==> config.mk <==
export PLATFORM = sky130hd
export DESIGN_NAME = greedy_line_breaker
export DESIGN_NICKNAME = d
export VERILOG_FILES = /design/src/design/glb_pkg.sv /design/src/design/greedy_line_breaker.sv /design/src/design/glb_front.sv /design/src/design/glb_queue.sv /design/src/design/glb_back.sv
export VERILOG_INCLUDE_DIRS = /design/src /design/src/design
export SDC_FILE = /design/constraint.sdc
export NUM_CORES = 2
export LEC_CHECK = 0
export BUFFER_PORTS_ARGS = -buffer_cell sky130_fd_sc_hd__buf_2
export CORE_UTILIZATION = 38
export CTS_CLUSTER_SIZE = 24
export DETAILED_ROUTE_END_ITERATION = 10
export PLACE_DENSITY_LB_ADDON = 0.05
export SLEW_MARGIN = 20
export SYNTH_ARGS = -nofsm -noshare
export SYNTH_HDL_FRONTEND = slang
export SYNTH_SLANG_ARGS = --single-unit
==> constraint.sdc <==
create_clock -name clk -period 23.1 [get_ports clk]
set_clock_uncertainty 0.05 [all_clocks]
set_input_delay 4.62 -clock clk [delete_from_list [all_inputs] [get_ports clk]]
set_output_delay 4.62 -clock clk [all_outputs]
set_load 0.01 [all_outputs]
==> src/design/assert_macros.svh <==
// Assertion macros of the greedy line breaker, included by its top-level RTL file.
// Plain SystemVerilog; compiled away when SYNTHESIS is defined.
`ifndef ASSERT_MACROS_SVH
`define ASSERT_MACROS_SVH

`ifndef SYNTHESIS

// Antecedent implies consequent in the same cycle
`define GLB_ASSERT_IMP(lbl, ant, cons, msg) \
  lbl: assert property (@(posedge clk) disable iff (!rst_n) (ant) |-> (cons)) \
    else $error(msg);

// Antecedent implies consequent in the next cycle
`define GLB_ASSERT_NEXT(lbl, ant, cons, msg) \
  lbl: assert property (@(posedge clk) disable iff (!rst_n) (ant) |=> (cons)) \
    else $error(msg);

`else

`define GLB_ASSERT_IMP(lbl, ant, cons, msg)
`define GLB_ASSERT_NEXT(lbl, ant, cons, msg)

`endif

`endif

==> src/design/glb_pkg.sv <==
// Shared types and constants of the greedy line breaker.
// No dependencies; imported by every module of the block.
`default_nettype none

package glb_pkg;

  localparam int MAX_TEXT_BYTES = 1048576;
  localparam int POS_W          = $clog2(MAX_TEXT_BYTES) + 1;
  localparam int ADV_W          = 24;
  localparam int WIDTH_W        = 32;
  localparam int KIND_W         = 2;
  localparam int TRAIL_W        = 3;
  localparam int SEP_W          = 3;
  localparam int CFG_IDX_W      = 1;

  // Queue between front and back
  localparam int QDEPTH = 4;
  localparam int QPTR_W = $clog2(QDEPTH);

  // Configuration register indexes
  localparam logic [CFG_IDX_W-1:0] CFG_WRAP_ENABLE = 1'd0;
  localparam logic [CFG_IDX_W-1:0] CFG_MAX_WIDTH   = 1'd1;

  // Break opportunity before a grapheme
  typedef enum logic [KIND_W-1:0] {
    BK_NONE      = 2'd0,
    BK_ALLOWED   = 2'd1,
    BK_MANDATORY = 2'd2
  } glb_kind_t;

  // One line record before content trimming
  typedef struct packed {
    logic [POS_W-1:0]   line_begin;
    logic [POS_W-1:0]   line_end;
    logic [POS_W-1:0]   next_start;
    logic               hard;
    logic [TRAIL_W-1:0] trail;
  } glb_rec_t;

  // All records caused by one word: one, or two when two is set
  typedef struct packed {
    logic     two;
    glb_rec_t rec0;
    glb_rec_t rec1;
  } glb_entry_t;

endpackage

`default_nettype wire

==> src/design/greedy_line_breaker.sv <==
// Greedy line breaker, top level: front end, entry queue and back end.
// Depends on glb_pkg, glb_front, glb_queue, glb_back and assert_macros.svh.
//
// The block takes one grapheme word per cycle while in_stall is low. The
// front end updates the paragraph state and decides all line records of a
// word in the cycle it is accepted, so words follow back to back. A word
// causes zero, one or two line records; the back end delivers one record per
// cycle while out_stall is low, from a four-entry queue into the output
// register, so a two-record word holds the output port for both in turn and
// a long run of such words is paced by the output. A record passes the queue
// and then the output register. in_stall rises only when the queue is full.
`default_nettype none
`include "assert_macros.svh"

module greedy_line_breaker import glb_pkg::*; (
  input  logic                 clk,
  input  logic                 rst_n,
  input  logic                 cfg_we,
  input  logic [CFG_IDX_W-1:0] cfg_index,
  input  logic [WIDTH_W-1:0]   cfg_wdata,
  input  logic                 in_valid,
  output logic                 in_stall,
  input  logic [POS_W-1:0]     in_position,
  input  logic [ADV_W-1:0]     in_advance,
  input  logic [KIND_W-1:0]    in_break_kind,
  input  logic                 in_hanging_space,
  input  logic [TRAIL_W-1:0]   in_trail_separator_length,
  input  logic                 in_paragraph_start,
  input  logic                 in_paragraph_end,
  input  logic [SEP_W-1:0]     in_separator_length,
  output logic                 out_valid,
  input  logic                 out_stall,
  output logic [POS_W-1:0]     out_line_begin,
  output logic [POS_W-1:0]     out_content_end,
  output logic [POS_W-1:0]     out_next_start,
  output logic                 out_hard_break,
  output logic                 out_last
);

  logic       in_fire;
  logic       q_full, q_pop, q_head_valid, push_valid;
  glb_entry_t push_entry, q_head_entry;

  assign in_stall = q_full;
  assign in_fire  = in_valid && !q_full;

  glb_front u_front (
    .clk                       (clk),
    .rst_n                     (rst_n),
    .cfg_we                    (cfg_we),
    .cfg_index                 (cfg_index),
    .cfg_wdata                 (cfg_wdata),
    .in_fire                   (in_fire),
    .in_position               (in_position),
    .in_advance                (in_advance),
    .in_break_kind             (in_break_kind),
    .in_hanging_space          (in_hanging_space),
    .in_trail_separator_length (in_trail_separator_length),
    .in_paragraph_start        (in_paragraph_start),
    .in_paragraph_end          (in_paragraph_end),
    .in_separator_length       (in_separator_length),
    .push_valid                (push_valid),
    .push_entry                (push_entry)
  );

  glb_queue u_queue (
    .clk        (clk),
    .rst_n      (rst_n),
    .push_valid (push_valid),
    .push_entry (push_entry),
    .full       (q_full),
    .pop        (q_pop),
    .head_valid (q_head_valid),
    .head_entry (q_head_entry)
  );

  glb_back u_back (
    .clk             (clk),
    .rst_n           (rst_n),
    .head_valid      (q_head_valid),
    .head_entry      (q_head_entry),
    .pop             (q_pop),
    .out_valid       (out_valid),
    .out_stall       (out_stall),
    .out_line_begin  (out_line_begin),
    .out_content_end (out_content_end),
    .out_next_start  (out_next_start),
    .out_hard_break  (out_hard_break),
    .out_last        (out_last)
  );

  // a terminator word always leaves an entry in the queue
  `GLB_ASSERT_NEXT(a_term_enqueued, in_fire && in_paragraph_end, q_head_valid, "terminator lost")
  // never pop an empty queue
  `GLB_ASSERT_IMP(a_pop_has_head, q_pop, q_head_valid, "pop from empty queue")
  // a free output with nothing queued goes idle
  `GLB_ASSERT_NEXT(a_out_idle, !out_stall && !q_head_valid, !out_valid, "stale output word")

endmodule

`default_nettype wire

==> src/design/glb_front.sv <==
// Front end: config registers, paragraph state and line-break decisions.
// Depends on glb_pkg; produces queue entries for glb_queue.
`default_nettype none

module glb_front import glb_pkg::*; (
  input  logic                 clk,
  input  logic                 rst_n,
  input  logic                 cfg_we,
  input  logic [CFG_IDX_W-1:0] cfg_index,
  input  logic [WIDTH_W-1:0]   cfg_wdata,
  input  logic                 in_fire,
  input  logic [POS_W-1:0]     in_position,
  input  logic [ADV_W-1:0]     in_advance,
  input  logic [KIND_W-1:0]    in_break_kind,
  input  logic                 in_hanging_space,
  input  logic [TRAIL_W-1:0]   in_trail_separator_length,
  input  logic                 in_paragraph_start,
  input  logic                 in_paragraph_end,
  input  logic [SEP_W-1:0]     in_separator_length,
  output logic                 push_valid,
  output glb_entry_t           push_entry
);

  localparam int ADV_PAD = WIDTH_W + 1 - ADV_W;

  logic               wrap_en_r;
  logic [WIDTH_W-1:0] max_w_r;

  logic [POS_W-1:0]   ls_r, ls_nxt;
  logic [WIDTH_W-1:0] lw_r, lw_nxt;
  logic [POS_W-1:0]   lb_r, lb_nxt;
  logic [WIDTH_W-1:0] wab_r, wab_nxt;
  logic [WIDTH_W-1:0] rem_r, rem_nxt;   // line width past the last break, saturating
  logic [TRAIL_W-1:0] ptl_r, ptl_nxt;
  logic [TRAIL_W-1:0] tab_r, tab_nxt;

  logic [POS_W-1:0]   ls0, lb0, lb_a, pos_sep;
  logic [WIDTH_W-1:0] lw0, wab0, rem0, wab_a, lw_base;
  logic [TRAIL_W-1:0] ptl0, tab0, tab_a;
  logic [WIDTH_W:0]   adv_x, sum1, sum2, sum_f;
  logic               over1, over2, mand, allow, wrap_try;

  // Break decisions for one word
  always_comb begin
    ls0  = in_paragraph_start ? in_position : ls_r;
    lw0  = in_paragraph_start ? '0 : lw_r;
    lb0  = in_paragraph_start ? '0 : lb_r;
    wab0 = in_paragraph_start ? '0 : wab_r;
    rem0 = in_paragraph_start ? '0 : rem_r;
    ptl0 = in_paragraph_start ? '0 : ptl_r;
    tab0 = in_paragraph_start ? '0 : tab_r;

    adv_x   = {{ADV_PAD{1'b0}}, in_advance};
    sum1    = {1'b0, lw0} + adv_x;
    sum2    = {1'b0, rem0} + adv_x;
    over1   = sum1 > {1'b0, max_w_r};
    over2   = sum2 > {1'b0, max_w_r};
    pos_sep = in_position + {{(POS_W-SEP_W){1'b0}}, in_separator_length};

    mand  = (in_break_kind == BK_MANDATORY) && (in_position > ls0);
    allow = (in_break_kind == BK_ALLOWED) && (in_position > ls0);
    lb_a  = allow ? in_position : lb0;
    wab_a = allow ? lw0 : wab0;
    tab_a = allow ? ptl0 : tab0;
    wrap_try = wrap_en_r && !in_hanging_space && !mand && (in_position > ls0) && over1;

    push_valid = 1'b0;
    push_entry = '0;
    lw_base    = lw0;
    sum_f      = '0;

    ls_nxt  = ls0;
    lb_nxt  = lb_a;
    wab_nxt = wab_a;
    tab_nxt = tab_a;
    ptl_nxt = in_trail_separator_length;
    lw_nxt  = lw0;
    rem_nxt = rem0;

    if (in_paragraph_end) begin
      // terminator: one hard line, then clear the paragraph state
      push_valid = in_fire;
      push_entry.rec0 = '{line_begin: ls0, line_end: in_position, next_start: pos_sep,
                          hard: 1'b1, trail: ptl0};
      ls_nxt  = pos_sep;
      lw_nxt  = '0;
      lb_nxt  = '0;
      wab_nxt = '0;
      rem_nxt = '0;
      ptl_nxt = '0;
      tab_nxt = '0;
    end else begin
      if (mand) begin
        push_valid = in_fire;
        push_entry.rec0 = '{line_begin: ls0, line_end: in_position, next_start: in_position,
                            hard: 1'b1, trail: ptl0};
        ls_nxt  = in_position;
        lw_base = '0;
        lb_nxt  = '0;
      end else if (wrap_try) begin
        push_valid = in_fire;
        if (lb_a > ls0) begin
          // wrap back to the last allowed break
          push_entry.rec0 = '{line_begin: ls0, line_end: lb_a, next_start: lb_a,
                              hard: 1'b0, trail: tab_a};
          ls_nxt  = lb_a;
          lb_nxt  = '0;
          lw_base = allow ? '0 : rem0;
          // remainder may still overflow: emergency break before this grapheme
          if (!allow && (in_position > lb_a) && over2) begin
            push_entry.two  = 1'b1;
            push_entry.rec1 = '{line_begin: lb_a, line_end: in_position,
                                next_start: in_position, hard: 1'b0, trail: ptl0};
            ls_nxt  = in_position;
            lw_base = '0;
          end
        end else begin
          // no break inside the line: emergency break
          push_entry.rec0 = '{line_begin: ls0, line_end: in_position, next_start: in_position,
                              hard: 1'b0, trail: ptl0};
          ls_nxt  = in_position;
          lw_base = '0;
        end
      end
      // saturating width update and remainder past the break
      sum_f   = {1'b0, lw_base} + adv_x;
      lw_nxt  = sum_f[WIDTH_W] ? '1 : sum_f[WIDTH_W-1:0];
      rem_nxt = (lw_nxt >= wab_nxt) ? (lw_nxt - wab_nxt) : '0;
    end
  end

  // Config and paragraph state
  always_ff @(posedge clk) begin
    if (!rst_n) begin
      wrap_en_r <= 1'b0;
      max_w_r   <= '1;
      ls_r      <= '0;
      lw_r      <= '0;
      lb_r      <= '0;
      wab_r     <= '0;
      rem_r     <= '0;
      ptl_r     <= '0;
      tab_r     <= '0;
    end else begin
      if (cfg_we) begin
        case (cfg_index)
          CFG_WRAP_ENABLE: wrap_en_r <= cfg_wdata[0];
          CFG_MAX_WIDTH:   max_w_r   <= cfg_wdata;
          default:         ;
        endcase
      end
      if (in_fire) begin
        ls_r  <= ls_nxt;
        lw_r  <= lw_nxt;
        lb_r  <= lb_nxt;
        wab_r <= wab_nxt;
        rem_r <= rem_nxt;
        ptl_r <= ptl_nxt;
        tab_r <= tab_nxt;
      end
    end
  end

endmodule

`default_nettype wire

==> src/design/glb_queue.sv <==
// Short FIFO of line-record entries between front and back.
// Depends on glb_pkg for the entry type and depth.
`default_nettype none

module glb_queue import glb_pkg::*; (
  input  logic       clk,
  input  logic       rst_n,
  input  logic       push_valid,
  input  glb_entry_t push_entry,
  output logic       full,
  input  logic       pop,
  output logic       head_valid,
  output glb_entry_t head_entry
);

  glb_entry_t        store_r [QDEPTH];
  logic [QPTR_W-1:0] wr_ptr_r, rd_ptr_r;
  logic [QPTR_W:0]   count_r, count_nxt;

  assign full       = (count_r == QDEPTH[QPTR_W:0]);
  assign head_valid = (count_r != '0);
  assign head_entry = store_r[rd_ptr_r];

  // occupancy
  always_comb begin
    count_nxt = count_r;
    if (push_valid && !pop) count_nxt = count_r + 1'b1;
    if (!push_valid && pop) count_nxt = count_r - 1'b1;
  end

  // pointers
  always_ff @(posedge clk) begin
    if (!rst_n) begin
      wr_ptr_r <= '0;
      rd_ptr_r <= '0;
      count_r  <= '0;
    end else begin
      if (push_valid) wr_ptr_r <= wr_ptr_r + 1'b1;
      if (pop)        rd_ptr_r <= rd_ptr_r + 1'b1;
      count_r <= count_nxt;
    end
  end

  // entry storage, no reset
  always_ff @(posedge clk) begin
    if (push_valid) store_r[wr_ptr_r] <= push_entry;
  end

endmodule

`default_nettype wire

==> src/design/glb_back.sv <==
// Back end: walks the records of each queue entry, trims trailing separators
// and holds the output register. Depends on glb_pkg.
`default_nettype none

module glb_back import glb_pkg::*; (
  input  logic             clk,
  input  logic             rst_n,
  input  logic             head_valid,
  input  glb_entry_t       head_entry,
  output logic             pop,
  output logic             out_valid,
  input  logic             out_stall,
  output logic [POS_W-1:0] out_line_begin,
  output logic [POS_W-1:0] out_content_end,
  output logic [POS_W-1:0] out_next_start,
  output logic             out_hard_break,
  output logic             out_last
);

  logic             out_valid_r;
  logic [POS_W-1:0] begin_r, content_r, next_r;
  logic             hard_r, last_r;
  logic             sel_r;

  glb_rec_t         rec;
  logic             load, is_last;
  logic [POS_W-1:0] room, trail_x, content;

  // pick the current record and trim its trailing separator
  always_comb begin
    load    = !out_valid_r || !out_stall;
    rec     = sel_r ? head_entry.rec1 : head_entry.rec0;
    is_last = !head_entry.two || sel_r;
    pop     = load && head_valid && is_last;
    room    = rec.line_end - rec.line_begin;
    trail_x = {{(POS_W-TRAIL_W){1'b0}}, rec.trail};
    content = rec.line_end;
    if (rec.line_end > rec.line_begin) begin
      content = (trail_x > room) ? rec.line_begin : (rec.line_end - trail_x);
    end
  end

  // output register and record select
  always_ff @(posedge clk) begin
    if (!rst_n) begin
      out_valid_r <= 1'b0;
      sel_r       <= 1'b0;
    end else if (load) begin
      out_valid_r <= head_valid;
      if (head_valid) sel_r <= !is_last;
    end
  end

  always_ff @(posedge clk) begin
    if (load && head_valid) begin
      begin_r   <= rec.line_begin;
      content_r <= content;
      next_r    <= rec.next_start;
      hard_r    <= rec.hard;
      last_r    <= is_last;
    end
  end

  assign out_valid       = out_valid_r;
  assign out_line_begin  = begin_r;
  assign out_content_end = content_r;
  assign out_next_start  = next_r;
  assign out_hard_break  = hard_r;
  assign out_last        = last_r;

endmodule

`default_nettype wire

==> flow_summary.json <==
{
  "outcome": "finished, final reports clean",
  "cpMostUsedCell": "o21ai_0",
  "ys_top_cells_by_area": "edfxtp_1 39%, dfxtp_1 9.4%, ha_1 8.2%",
  "tns_ns": 0,
  "cts_max_path_buffers": 3,
  "syn-instance-count": 3754,
  "core_mm2": 0.104,
  "grt_usage_pct": 24.1,
  "synth.ff_latch_count": 705,
  "place_inst": 5146,
  "synth_fa_ha_area_share_pct": 8.58,
  "worst_slew_pin_slew_ns": 1.10,
  "root_buffer": "clkbuf_16",
  "synth_top_area_cell": "edfxtp_1",
  "synth_top_family_by_area": "simple AND/OR/NAND/NOR gates",
  "async_flop_share_pct": 0,
  "drc": 0,
  "syn_nets": 4119,
  "design_power_total_mw": 4.29,
  "end_kind": "flip-flop",
  "critPathMaxStageDelay_ns": 0.67,
  "critical-path-top-delay-family": "compound AO/OA/AOI/OAI gates",
  "cts_inserted_buffers": 80,
  "start_kind": "input pin",
  "clk_latency_ns": 0.67,
  "synth_mux_area_share_pct": 7.70,
  "drt-initial-drc-count": 1957,
  "ant_nets": 0,
  "initial_core_util_pct": 38.6,
  "fin_crit_ns": 18.07,
  "fin_crit_sh_pct": 78.2,
  "grt_max_degree": 88,
  "cts-resized-gates": 0,
  "grt_pass1_wl_um": 193000,
  "antenna_found_initial": 2,
  "finalHoldViolations": 0,
  "fillerInstances": 10168,
  "drt_pass1_iterations": 6,
  "post-cts-setup-buffers": 0,
  "slew_viol_final": 0,
  "crit_fanout": 74,
  "p_per_area_mw_per_mm2": 95.3,
  "drive_above_1_share_pct": 12.6,
  "cp.arrival_ns": 18.56,
  "vias_per_cell": 5.59,
  "finalSetupViolCount": 0,
  "syn_area_mm2": 0.0402,
  "post-dp-hpwl_um": 93900,
  "required_ns": 23.59,
  "avgSynthCellArea_um2": 10.7,
  "synth_edf_count": 517,
  "grt_pass1_vias": 29513,
  "die_height_um": 327,
  "cpMaxStageDelayCell": "buf_4",
  "drt_wl_total_um": 130000,
  "yosys_warnings": 0,
  "dr_total_vias": 29587,
  "synthDistinctLibCells": 85,
  "cts_tree": "built",
  "crit_type": "in -> reg",
  "stdcell_count": 5290,
  "cts.sinks": 705,
  "holdBufCountCts": 0,
  "synth_flop_cell": "edfxtp_1",
  "post-route-util_pct": 43.2,
  "wl_per_cell_um": 24.5,
  "slew_headroom_pct": 26.0,
  "layout.nets": 4213,
  "cap_violations": 0,
  "grt-ovfl-total": 0,
  "synthXorXnorAreaFrac_pct": 2.68,
  "synth_top_area_share_pct": 38.6,
  "die_area_mm2": 0.107,
  "gp_congestion": 0.909,
  "leakage_nw": 17.5,
  "critPathBufInv": 6,
  "max_freq_mhz": 55.3,
  "rsz0062_at_grt": "false",
  "synth-simple-area-share_pct": 15.1,
  "port_buffers": 160,
  "num_rows": 118,
  "ys_seq_area_share_pct": 48.0,
  "htreeDepth": 3,
  "vdd_drop_max_mv": 0.0806,
  "area_growth_pct": 11.9,
  "io-pin-count": 161,
  "die_w_um": 327,
  "clk_pin_slew_worst_paths_ns": 0.05,
  "synth_compound_area_share_pct": 14.6,
  "hold_path.class": "reg -> reg"
}
[Yosys cell counts, drive strengths merged, types with 25 or more instances]
cell type	instances
xor2	44
nor2b	168
mux4	112
a211oi	35
inv	151
nand3	54
mux2i	50
a21o	102
a22o	33
and2	34
nand2	481
clkbuf	157
edfxtp	517
dfxtp	188
ha	263
nor3	74
xnor2	79
nand4	45
a21oi	220
nand2b	45
nor3b	26
o211ai	47
o21a	25
buf	43
nor2	202
and3	44
a22oi	74
o21ai	185
[path summary, 6_finish.rpt]
path	cells after the start	endpoint	from	slack [ns]
setup / recovery	57	u_front.rem_r[30]	in_paragraph_start	5.03
hold / removal	2	u_back.out_valid	u_back.out_valid	0.44
setup reg to reg	55	u_front.rem_r[30]	u_front.rem_r[1]	9.78
hold reg to reg	2	u_back.out_valid	u_back.out_valid	0.44
[kinds of logic (layout without fill, tap and decap cells)]
logic type	after synthesis	after routing
compound gates	884	884
xor+xnor	123	123
fa+ha+maj	271	271
buf+inv	352	507
flops	705	705
mux	168	168
other cells	0	1
simple gates	1251	1251
[layout make-up]
class                      instances  area [um2]  area share, %
multi-input combinational       2697       19600           43.7
sequential                       705       19300           42.9
clock buffer                     102        2160           4.79
tap                             1380        1730           3.84
timing repair buffer             212        1210           2.69
inverter                         152         572           1.27
clock inverter                    41         387          0.859
antenna                            1        2.50        0.00556
[routing by layer]
layer	global-route usage (%)	wire length (um)
met3	3.03	5030
met5	0	11
met4	8.94	4960
met2	42.4	65100
met1	30.1	54700
[worst register-to-register path: cells and delay by family (launching register included)]
kind,cells,cell delay [ns]
AOI/OAI and AO/OA,33,7.88
adders and majority gates,5,1.61
buffers and inverters,4,1.20
DFF,1,0.36
muxes,1,0.33
and+or+nand+nor,12,1.76
[sequential cells by signal, indices dropped and copies added (netlist names), 2 cells and up, named ones only]
name                    flops
u_front.tab_r               3
u_queue.wr_ptr_r            2
u_back.out_line_begin      21
u_front.max_w_r            32
u_queue.rd_ptr_r            2
u_front.rem_r              32
u_queue.count_r             3
u_front.wab_r              32
u_queue.store_r           452
u_back.out_next_start      21
u_front.ls_r               21
u_front.lw_r               32
u_front.lb_r               21
u_front.ptl_r               3
u_back.out_content_end     21
[cells in the final DEF (no fill, tap or decap), types with 74 or more instances in the layout]
cell type  Yosys  routed
dfxtp_1      188     185
inv_1        151     149
nand2_1      481     480
nor2b_1      168     167
nor2_1       202     200
o21ai_0      179     178
mux4_2       112     112
edfxtp_1     517     517
ha_1         263     263
a21oi_1      220     218
clkbuf_16      0      82
a21o_1       102     102
buf_2         17     158
a22oi_1       74      74
xnor2_1       79      79
[stage by stage]
step           setup WS [ns]  hold WS, ns  instance area [um2]
2_1_floorplan           6.19        0.386                40200
3_3_place_gp            4.88        0.417                42500
3_5_place_dp            4.51        0.432                42500
4_1_cts                 5.16        0.441                45000
5_1_grt                 3.63        0.459                45000
6_report                5.03        0.435                45000
[report_power, final]
| group | switching, mW | internal, mW |
|---|---|---|
| Sequential | 0.0626 | 1.54 |
| Clock | 0.532 | 0.710 |
| Combinational | 0.929 | 0.514 |
No activity file was read; power rests on OpenSTA's default activity.
